[config.mk]
export PLATFORM = sky130hd
export DESIGN_NAME = signed_integer_to_radix_digits
export DESIGN_NICKNAME = d
export VERILOG_FILES = /design/src/rtl/sitrd_pkg.sv /design/src/rtl/sitrd_div.sv /design/src/rtl/sitrd_stack.sv /design/src/rtl/signed_integer_to_radix_digits.sv
export VERILOG_INCLUDE_DIRS = /design/src /design/src/rtl
export SDC_FILE = /design/constraint.sdc
export NUM_CORES = 1
export LEC_CHECK = 0
export BUFFER_PORTS_ARGS = -buffer_cell sky130_fd_sc_hd__buf_2
export CAP_MARGIN = 5
export CORE_AREA = 2 2 168 253
export DETAILED_ROUTE_END_ITERATION = 10
export DIE_AREA = 0 0 170 255
export PLACE_DENSITY = 0.78
export SYNTH_ARGS = -nofsm -noshare
export SYNTH_HDL_FRONTEND = slang
export SYNTH_SLANG_ARGS = --single-unit
[constraint.sdc]
create_clock -name clock -period 6.8 [get_ports clock]
set_input_delay 1.02 -clock clock [delete_from_list [all_inputs] [get_ports clock]]
set_output_delay 1.02 -clock clock [all_outputs]
set_load 0.05 [all_outputs]
[src/rtl/signed_integer_to_radix_digits_assert.svh]
// Assertion macros used by the RTL of the radix text block.
`ifndef SIGNED_INTEGER_TO_RADIX_DIGITS_ASSERT_SVH
`define SIGNED_INTEGER_TO_RADIX_DIGITS_ASSERT_SVH

// The consequent must hold in the same cycle as the antecedent.
`define SITRD_ASSERT_NOW(label, clk, rst, ante, cons) \
   label: assert property (@(posedge clk) disable iff (rst) (ante) |-> (cons)) \
      else $error("same-cycle check failed");

// The consequent must hold in the cycle after the antecedent.
`define SITRD_ASSERT_NEXT(label, clk, rst, ante, cons) \
   label: assert property (@(posedge clk) disable iff (rst) (ante) |=> (cons)) \
      else $error("next-cycle check failed");

`endif

[src/rtl/sitrd_pkg.sv]
`timescale 1ns / 1ps
package sitrd_pkg;

   localparam int VALUE_BITS      = 63;
   localparam int RADIX_BITS      = 6;
   localparam int DIGIT_BITS      = 5;
   localparam int CHAR_BITS       = 8;
   localparam int STACK_DEPTH     = 64;
   localparam int STACK_ADDR_BITS = $clog2(STACK_DEPTH);
   localparam int COUNT_BITS      = STACK_ADDR_BITS + 1;
   localparam int STEP_BITS       = $clog2(VALUE_BITS);

   localparam logic [RADIX_BITS-1:0] MIN_RADIX  = RADIX_BITS'(2);
   localparam logic [RADIX_BITS-1:0] MAX_RADIX  = RADIX_BITS'(32);
   localparam logic [CHAR_BITS-1:0]  MINUS_CODE = CHAR_BITS'(8'h2D);
   localparam logic [CHAR_BITS-1:0]  ERROR_CODE = CHAR_BITS'(8'h00);
   localparam logic [CHAR_BITS-1:0]  ZERO_CODE  = CHAR_BITS'(8'h30);
   localparam logic [CHAR_BITS-1:0]  ALPHA_BASE = CHAR_BITS'(8'h37);

   typedef struct packed {
      logic busy;
      logic done;
   } div_status_type;

   typedef enum logic [5:0] {
      S_IDLE = 6'b000001,
      S_LOAD = 6'b000010,
      S_WAIT = 6'b000100,
      S_SIGN = 6'b001000,
      S_READ = 6'b010000,
      S_EMIT = 6'b100000
   } state_type;

   function automatic logic [CHAR_BITS-1:0] digit_char(input logic [DIGIT_BITS-1:0] d);
      logic [CHAR_BITS-1:0] code;
      if (d < DIGIT_BITS'(10)) begin
         code = ZERO_CODE + CHAR_BITS'(d);
      end else begin
         code = ALPHA_BASE + CHAR_BITS'(d);
      end
      return code;
   endfunction

endpackage

[src/rtl/sitrd_div.sv]
`timescale 1ns / 1ps
module sitrd_div import sitrd_pkg::*; (
   input  logic                  clock,
   input  logic                  reset,
   input  logic                  start,
   input  logic [VALUE_BITS-1:0] dividend,
   input  logic [RADIX_BITS-1:0] divisor,
   output logic [VALUE_BITS-1:0] quotient,
   output logic [DIGIT_BITS-1:0] remainder,
   output div_status_type        status
);

   logic [VALUE_BITS-1:0] work_ff, work_in;
   logic [DIGIT_BITS-1:0] rem_ff, rem_in;
   logic [RADIX_BITS-1:0] dvs_ff, dvs_in;
   logic [STEP_BITS-1:0]  step_ff, step_in;
   logic                  busy_ff, busy_in;
   logic                  done_ff, done_in;
   logic [DIGIT_BITS:0]   trial;
   logic                  fits;
   logic [DIGIT_BITS:0]   diff;

   // One bit of restoring division per cycle: the dividend shifts out at the
   // top while quotient bits enter at the bottom of the same register.
   always_comb begin
      trial = {rem_ff, work_ff[VALUE_BITS-1]};
      fits  = (trial >= (DIGIT_BITS+1)'(dvs_ff));
      diff  = trial - (DIGIT_BITS+1)'(dvs_ff);
   end

   always_comb begin
      work_in = work_ff;
      rem_in  = rem_ff;
      dvs_in  = dvs_ff;
      step_in = step_ff;
      busy_in = busy_ff;
      done_in = 1'b0;
      if (start) begin
         work_in = dividend;
         rem_in  = '0;
         dvs_in  = divisor;
         step_in = STEP_BITS'(VALUE_BITS - 1);
         busy_in = 1'b1;
      end else if (busy_ff) begin
         work_in = {work_ff[VALUE_BITS-2:0], fits};
         rem_in  = fits ? diff[DIGIT_BITS-1:0] : trial[DIGIT_BITS-1:0];
         step_in = step_ff - STEP_BITS'(1);
         if (step_ff == '0) begin
            busy_in = 1'b0;
            done_in = 1'b1;
         end
      end
   end

   always_ff @(posedge clock) begin
      if (reset) begin
         busy_ff <= 1'b0;
         done_ff <= 1'b0;
      end else begin
         busy_ff <= busy_in;
         done_ff <= done_in;
      end
      work_ff <= work_in;
      rem_ff  <= rem_in;
      dvs_ff  <= dvs_in;
      step_ff <= step_in;
   end

   assign quotient    = work_ff;
   assign remainder   = rem_ff;
   assign status.busy = busy_ff;
   assign status.done = done_ff;

endmodule

[src/rtl/sitrd_stack.sv]
`timescale 1ns / 1ps
module sitrd_stack import sitrd_pkg::*; (
   input  logic                       clock,
   input  logic                       wr_en,
   input  logic [STACK_ADDR_BITS-1:0] wr_addr,
   input  logic [DIGIT_BITS-1:0]      wr_data,
   input  logic                       rd_en,
   input  logic [STACK_ADDR_BITS-1:0] rd_addr,
   output logic [DIGIT_BITS-1:0]      rd_data
);

   logic [DIGIT_BITS-1:0] mem [STACK_DEPTH];
   logic [DIGIT_BITS-1:0] rd_data_ff;

   always_ff @(posedge clock) begin
      if (wr_en) begin
         mem[wr_addr] <= wr_data;
      end
   end

   always_ff @(posedge clock) begin
      if (rd_en) begin
         rd_data_ff <= mem[rd_addr];
      end
   end

   assign rd_data = rd_data_ff;

endmodule

[src/rtl/signed_integer_to_radix_digits.sv]
`timescale 1ns / 1ps
// Converts a signed integer to ASCII text in a radix from 2 to 32, one character per
// output word, most significant first, with a leading '-' for negative values and last
// set on the final character; a radix outside 2..32 gives a single word with bad_radix
// set. Each digit comes from one pass of the shared bit-serial divider and is pushed
// onto the digit stack memory; each character is then read back from that memory
// (S_READ) and emitted (S_EMIT), waiting while the output is stalled. A new word is
// accepted only once the previous item has been emitted and the output register is free.
module signed_integer_to_radix_digits import sitrd_pkg::*; (
   input  logic                  clock,
   input  logic                  reset,
   input  logic                  req_valid,
   output logic                  req_ready,
   input  logic [VALUE_BITS-1:0] req_value,
   input  logic [RADIX_BITS-1:0] req_radix,
   output logic                  rsp_valid,
   input  logic                  rsp_ready,
   output logic [CHAR_BITS-1:0]  rsp_char_code,
   output logic                  rsp_last,
   output logic                  rsp_bad_radix
);

`include "signed_integer_to_radix_digits_assert.svh"

   state_type                  state_ff, state_in;
   logic [VALUE_BITS-1:0]      quot_ff, quot_in;
   logic [RADIX_BITS-1:0]      radix_ff, radix_in;
   logic                       neg_ff, neg_in;
   logic [COUNT_BITS-1:0]      count_ff, count_in;
   logic [STACK_ADDR_BITS-1:0] idx_ff, idx_in;
   logic                       rsp_valid_ff, rsp_valid_in;
   logic [CHAR_BITS-1:0]       rsp_char_ff, rsp_char_in;
   logic                       rsp_last_ff, rsp_last_in;
   logic                       rsp_bad_ff, rsp_bad_in;

   logic                       req_fire;
   logic                       out_free;
   logic                       radix_ok;
   logic                       in_neg;
   logic [VALUE_BITS-1:0]      in_mag;
   logic                       div_start;
   logic [VALUE_BITS-1:0]      div_quot;
   logic [DIGIT_BITS-1:0]      div_rem;
   div_status_type             div_stat;
   logic                       stk_wr;
   logic                       stk_rd;
   logic [DIGIT_BITS-1:0]      stk_data;

   sitrd_div u_div (
      .clock     (clock),
      .reset     (reset),
      .start     (div_start),
      .dividend  (quot_ff),
      .divisor   (radix_ff),
      .quotient  (div_quot),
      .remainder (div_rem),
      .status    (div_stat)
   );

   sitrd_stack u_stack (
      .clock   (clock),
      .wr_en   (stk_wr),
      .wr_addr (count_ff[STACK_ADDR_BITS-1:0]),
      .wr_data (div_rem),
      .rd_en   (stk_rd),
      .rd_addr (idx_ff),
      .rd_data (stk_data)
   );

   assign req_ready = (state_ff == S_IDLE) && !rsp_valid_ff;
   assign req_fire  = req_valid && req_ready;
   assign out_free  = !rsp_valid_ff || rsp_ready;
   assign radix_ok  = req_radix inside {[MIN_RADIX:MAX_RADIX]};
   assign in_neg    = req_value[VALUE_BITS-1];
   assign in_mag    = in_neg ? (~req_value + VALUE_BITS'(1)) : req_value;
   assign div_start = (state_ff == S_LOAD);

   always_comb begin
      state_in     = state_ff;
      quot_in      = quot_ff;
      radix_in     = radix_ff;
      neg_in       = neg_ff;
      count_in     = count_ff;
      idx_in       = idx_ff;
      rsp_valid_in = rsp_valid_ff && !rsp_ready;
      rsp_char_in  = rsp_char_ff;
      rsp_last_in  = rsp_last_ff;
      rsp_bad_in   = rsp_bad_ff;
      stk_wr       = 1'b0;
      stk_rd       = 1'b0;
      case (state_ff)
         S_IDLE: begin
            if (req_fire) begin
               if (!radix_ok) begin
                  rsp_valid_in = 1'b1;
                  rsp_char_in  = ERROR_CODE;
                  rsp_last_in  = 1'b1;
                  rsp_bad_in   = 1'b1;
               end else begin
                  quot_in  = in_mag;
                  radix_in = req_radix;
                  neg_in   = in_neg;
                  count_in = '0;
                  state_in = S_LOAD;
               end
            end
         end
         S_LOAD: begin
            state_in = S_WAIT;
         end
         S_WAIT: begin
            if (div_stat.done) begin
               stk_wr   = 1'b1;
               quot_in  = div_quot;
               count_in = count_ff + COUNT_BITS'(1);
               idx_in   = count_ff[STACK_ADDR_BITS-1:0];
               if ((div_quot == '0) || (count_ff == COUNT_BITS'(STACK_DEPTH - 1))) begin
                  state_in = S_SIGN;
               end else begin
                  state_in = S_LOAD;
               end
            end
         end
         S_SIGN: begin
            if (!neg_ff) begin
               state_in = S_READ;
            end else if (out_free) begin
               rsp_valid_in = 1'b1;
               rsp_char_in  = MINUS_CODE;
               rsp_last_in  = 1'b0;
               rsp_bad_in   = 1'b0;
               state_in     = S_READ;
            end
         end
         S_READ: begin
            stk_rd   = 1'b1;
            state_in = S_EMIT;
         end
         S_EMIT: begin
            if (out_free) begin
               rsp_valid_in = 1'b1;
               rsp_char_in  = digit_char(stk_data);
               rsp_last_in  = (idx_ff == '0);
               rsp_bad_in   = 1'b0;
               if (idx_ff == '0) begin
                  state_in = S_IDLE;
               end else begin
                  idx_in   = idx_ff - STACK_ADDR_BITS'(1);
                  state_in = S_READ;
               end
            end
         end
         default: begin
            state_in = S_IDLE;
         end
      endcase
   end

   always_ff @(posedge clock) begin
      if (reset) begin
         state_ff     <= S_IDLE;
         rsp_valid_ff <= 1'b0;
         count_ff     <= '0;
         quot_ff      <= '0;
         neg_ff       <= 1'b0;
      end else begin
         state_ff     <= state_in;
         rsp_valid_ff <= rsp_valid_in;
         count_ff     <= count_in;
         quot_ff      <= quot_in;
         neg_ff       <= neg_in;
      end
      radix_ff    <= radix_in;
      idx_ff      <= idx_in;
      rsp_char_ff <= rsp_char_in;
      rsp_last_ff <= rsp_last_in;
      rsp_bad_ff  <= rsp_bad_in;
   end

   assign rsp_valid     = rsp_valid_ff;
   assign rsp_char_code = rsp_char_ff;
   assign rsp_last      = rsp_last_ff;
   assign rsp_bad_radix = rsp_bad_ff;

   `SITRD_ASSERT_NEXT(a_bad_radix_word, clock, reset, req_fire && !radix_ok,
      rsp_valid && rsp_bad_radix && rsp_last && (rsp_char_code == ERROR_CODE))
   `SITRD_ASSERT_NOW(a_idle_divider_quiet, clock, reset, req_ready, !div_stat.busy)
   `SITRD_ASSERT_NOW(a_stack_in_range, clock, reset, state_ff == S_WAIT,
      count_ff < COUNT_BITS'(STACK_DEPTH))
   `SITRD_ASSERT_NOW(a_done_only_waiting, clock, reset, div_stat.done, state_ff == S_WAIT)

endmodule
==> reports/results.tsv <==
stage	metric	value	unit
hold_path	hold_path_end	u_div.dvs_ff[5]$_DFFE_PP_	
layout	n_antenna_cell	0	
critical_path	cpPeakStageDelay	0.79	ns
drt	drt_iter0_drc	1274	
global_route	grt_use_met3	3.34	%
floorplanning	fp.dieW	170	um
yosys	synthCells	1706	
yosys	synthesis.nets	1792	
clock_network	clockBufferDepth	3	
yosys	synthDistinctLibCells	68	
sta	setup_tns	0	ns
yosys	async_flop_share	0	%
power	power_leakage	8.28	nW
critical_path	worstPathRequired	7.28	ns
flow_run	maxCapViolations	0	
layout	nNetsFinal	1843	
global_route	grt_use_total	24.0	%
yosys	synth_ff_type	edfxtp_1	
clock_network	cts_buffers	45	
layout	mostFrequentLayoutCell	edfxtp_1	
drt	route.detailed.drc	0	
drt	wirelength	51600	um
clock_network	path_clk_slew	0.06	ns
drt	vias	14356	
clock_network	ctsHoldBuffers	0	
floorplanning	dieArea	43400	sq um
sta	finClkSkew	0.0272	ns
global_route	use_met1	28.9	%
critical_path	setup.worst_path.start	state_ff[2]$_SDFFE_PP0P_	
layout	final_layout_size_suffix_gt1_share	16.7	%
global_route	grt_max_degree	77	
critical_path	critical_path_class	reg -> reg	
floorplanning	start_util	54.0	%
critical_path	worstPathMaxFanout	56	
floorplanning	die_h	255	um
sta	tightestPinTransition	1.23	ns
power	ir_drop	0.218	mV
sta	rsz0062_at_grt	false	
clock_network	cts_tree	yes	
drt	postRouteAntennaNets	0	
yosys	ys_ff_latch	506	
power	powerDensity	302	nW/um^2
drt	wl_per_cell	22.4	um
yosys	synth_edf_count	415	
hold_path	whs_path_depth	0	
drt	vias_per_cell	6.22	
sta	relSlewSlack	18.2	%
critical_path	r2r_cells	9	
layout	design_area	24700	sq um
critical_path	reg2reg_slack	3.13	ns
layout	area_delta_synth_final	10.3	%
floorplanning	io-pin-count	85	
global_route	gr-total-overflow	0	
global_route	grt_use_met2	43.3	%
critical_path	cp.arrival	4.16	ns
sta	drv_slew	0	
clock_network	cts_setup_buffers	0	
sta	period_minus_slack	3.67	ns
sta	final.period_utilization	54.0	%
hold_path	hp-start	radix_ff[5]$_DFFE_PP_	
yosys	netlist_area	22400	sq um
layout	layout_common_cells	415 x edfxtp_1, 293 x nand2_1, 156 x nor2_1	
clock_network	cts.sinks	506	
sta	finalSetupViolCount	0	
critical_path	worstReg2RegEnd	count_ff[3]$_SDFFE_PP0P_	
status	status	finished clean	
placement	placed_area	23300	sq um
yosys	synth_area_per_cell	13.1	sq um
layout	n_fill_cell	3134	
placement	port_buffers	83	
clock_network	ctsResizeCount	0	
placement	dp_hpwl	33700	um
global_route	top_usage_layer	met2	
critical_path	slowest_stage	inv_1	
sta	hold_viol	0	
placement	place.gp.congestion	0.881	
hold_path	hold_class	reg -> reg	
drt	first_pass_iters	6	
floorplanning	fp-row-count	92	
clock_network	htreeDepth	2	
critical_path	crit_path_start_kind	flip-flop	
global_route	grt_pass1_wl	79900	um
critical_path	rr_startpoint	state_ff[2]$_SDFFE_PP0P_	
floorplanning	core	41400	sq um
critical_path	path_cells	nor4_1, nand3b_1, nand3b_1, buf_4, inv_1, o21ai_4, buf_4, or3_1, a21oi_1	
global_route	grt_pass1_vias	14124	
sta	finalHoldWorstSlack	0.419	ns
clock_network	cts_root_buf	clkbuf_16	
critical_path	cp-end-kind	flip-flop	
yosys	ys_seq_area_share	63.8	%
sta	max_freq	0.272	GHz
yosys	ys_warn_count	0	
global_route	grt_antenna_before_repair	0	
clock_network	clock_latency	0.57	ns
## synth_stat cells (all sizes together), types with 2 or more instances
library cell,n,share of area [%]
a211oi,20,0.67
a21boi,2,0.067
a21o,7,0.23
a21oi,80,1.8
a221oi,11,0.46
a22oi,15,0.50
and2,2,0.056
and3,6,0.17
buf,27,0.51
clkbuf,74,1.2
dfxtp,91,8.1
edfxtp,415,56
ha,12,0.67
inv,25,0.42
mux2i,12,0.54
mux4,100,10
nand2,294,4.9
nand2b,9,0.25
nand3,20,0.45
nand3b,10,0.34
nand4,12,0.34
nand4b,5,0.20
nor2,156,2.6
nor2b,7,0.20
nor3,21,0.47
nor4,24,0.67
nor4b,4,0.16
o211ai,12,0.40
o21ai,58,1.3
o311ai,3,0.12
o31ai,30,1.1
o41ai,11,0.46
or2,7,0.20
or3,21,0.61
or4,11,0.40
or4b,2,0.089
xnor2,34,1.3
xor2,38,1.5
## layout make-up
type,count,area (sq um),share of cell area [%]
Clock buffer,53,1160,4.68
Clock inverter,28,279,1.13
Inverter,26,97.6,0.395
Multi-Input combinational cell,1073,7640,30.9
Sequential cell,506,14300,57.9
Tap cell,517,647,2.62
Timing Repair Buffer,105,581,2.35
## worst max path at each step
stage	endpoint	slack, ns
2_1_floorplan	quot_ff[59]$_SDFFE_PP0P_	3.20
3_3_place_gp	count_ff[5]$_SDFFE_PP0P_	2.71
3_5_place_dp	count_ff[3]$_SDFFE_PP0P_	2.66
4_1_cts	count_ff[3]$_SDFFE_PP0P_	3.19
5_1_grt	quot_ff[42]$_SDFFE_PP0P_	2.76
6_report	count_ff[3]$_SDFFE_PP0P_	3.13
## cells by family after synthesis
group,synth area share [%]
buffers and inverters,2.18
multiplexers,10.6
other,0.0167
flip-flops,63.8
AO/OA/AOI/OAI,7.50
adder cells (fa/ha/maj),0.760
AND/OR/NAND/NOR,12.3
XOR/XNOR,2.82
## registers in the layout, indices dropped and copies added (netlist names), 5 cells and up
signal,flops
count_ff,7
idx_ff,6
quot_ff,63
radix_ff,6
rsp_char_code,7
state_ff,6
u_div.dvs_ff,6
u_div.quotient,63
u_div.remainder,5
u_div.step_ff,6
u_stack.mem,320
u_stack.rd_data,5
## layer usage
layer	vias up	part of all wire, %
li1	6526	-
met1	7084	37
met2	614	53
met3	132	6.1
met4	0	4.3
met5	-	0
## power breakdown
part           switching, mW  leakage (nW)  internal [mW]
registers              0.141          4.52           3.82
logic                  0.704          3.06          0.266
clock network           1.11         0.699           1.41
total                   1.96          8.28           5.49
## critical path, delay by kind of cell, from the launching register on
kind	cells	cell delay (ns)
and+or+nand+nor	4	1.54
buffers and inverters	3	1.38
DFF	1	0.38
AOI/OAI and AO/OA	2	0.29
## through the flow
step | setup WS [ns] | total power [mW] | cells | utilization, %
2_1_floorplan | 3.20 | 4.62 | 1706 | -
3_3_place_gp | 2.71 | 4.93 | 2227 | 56.1
3_5_place_dp | 2.66 | 4.99 | 2227 | 56.1
4_1_cts | 3.19 | 7.49 | 2308 | 59.6
5_1_grt | 2.76 | 7.72 | 2308 | 59.6
6_report | 3.13 | 7.45 | 2308 | 59.6
No activity file was read; power rests on OpenSTA's default activity.
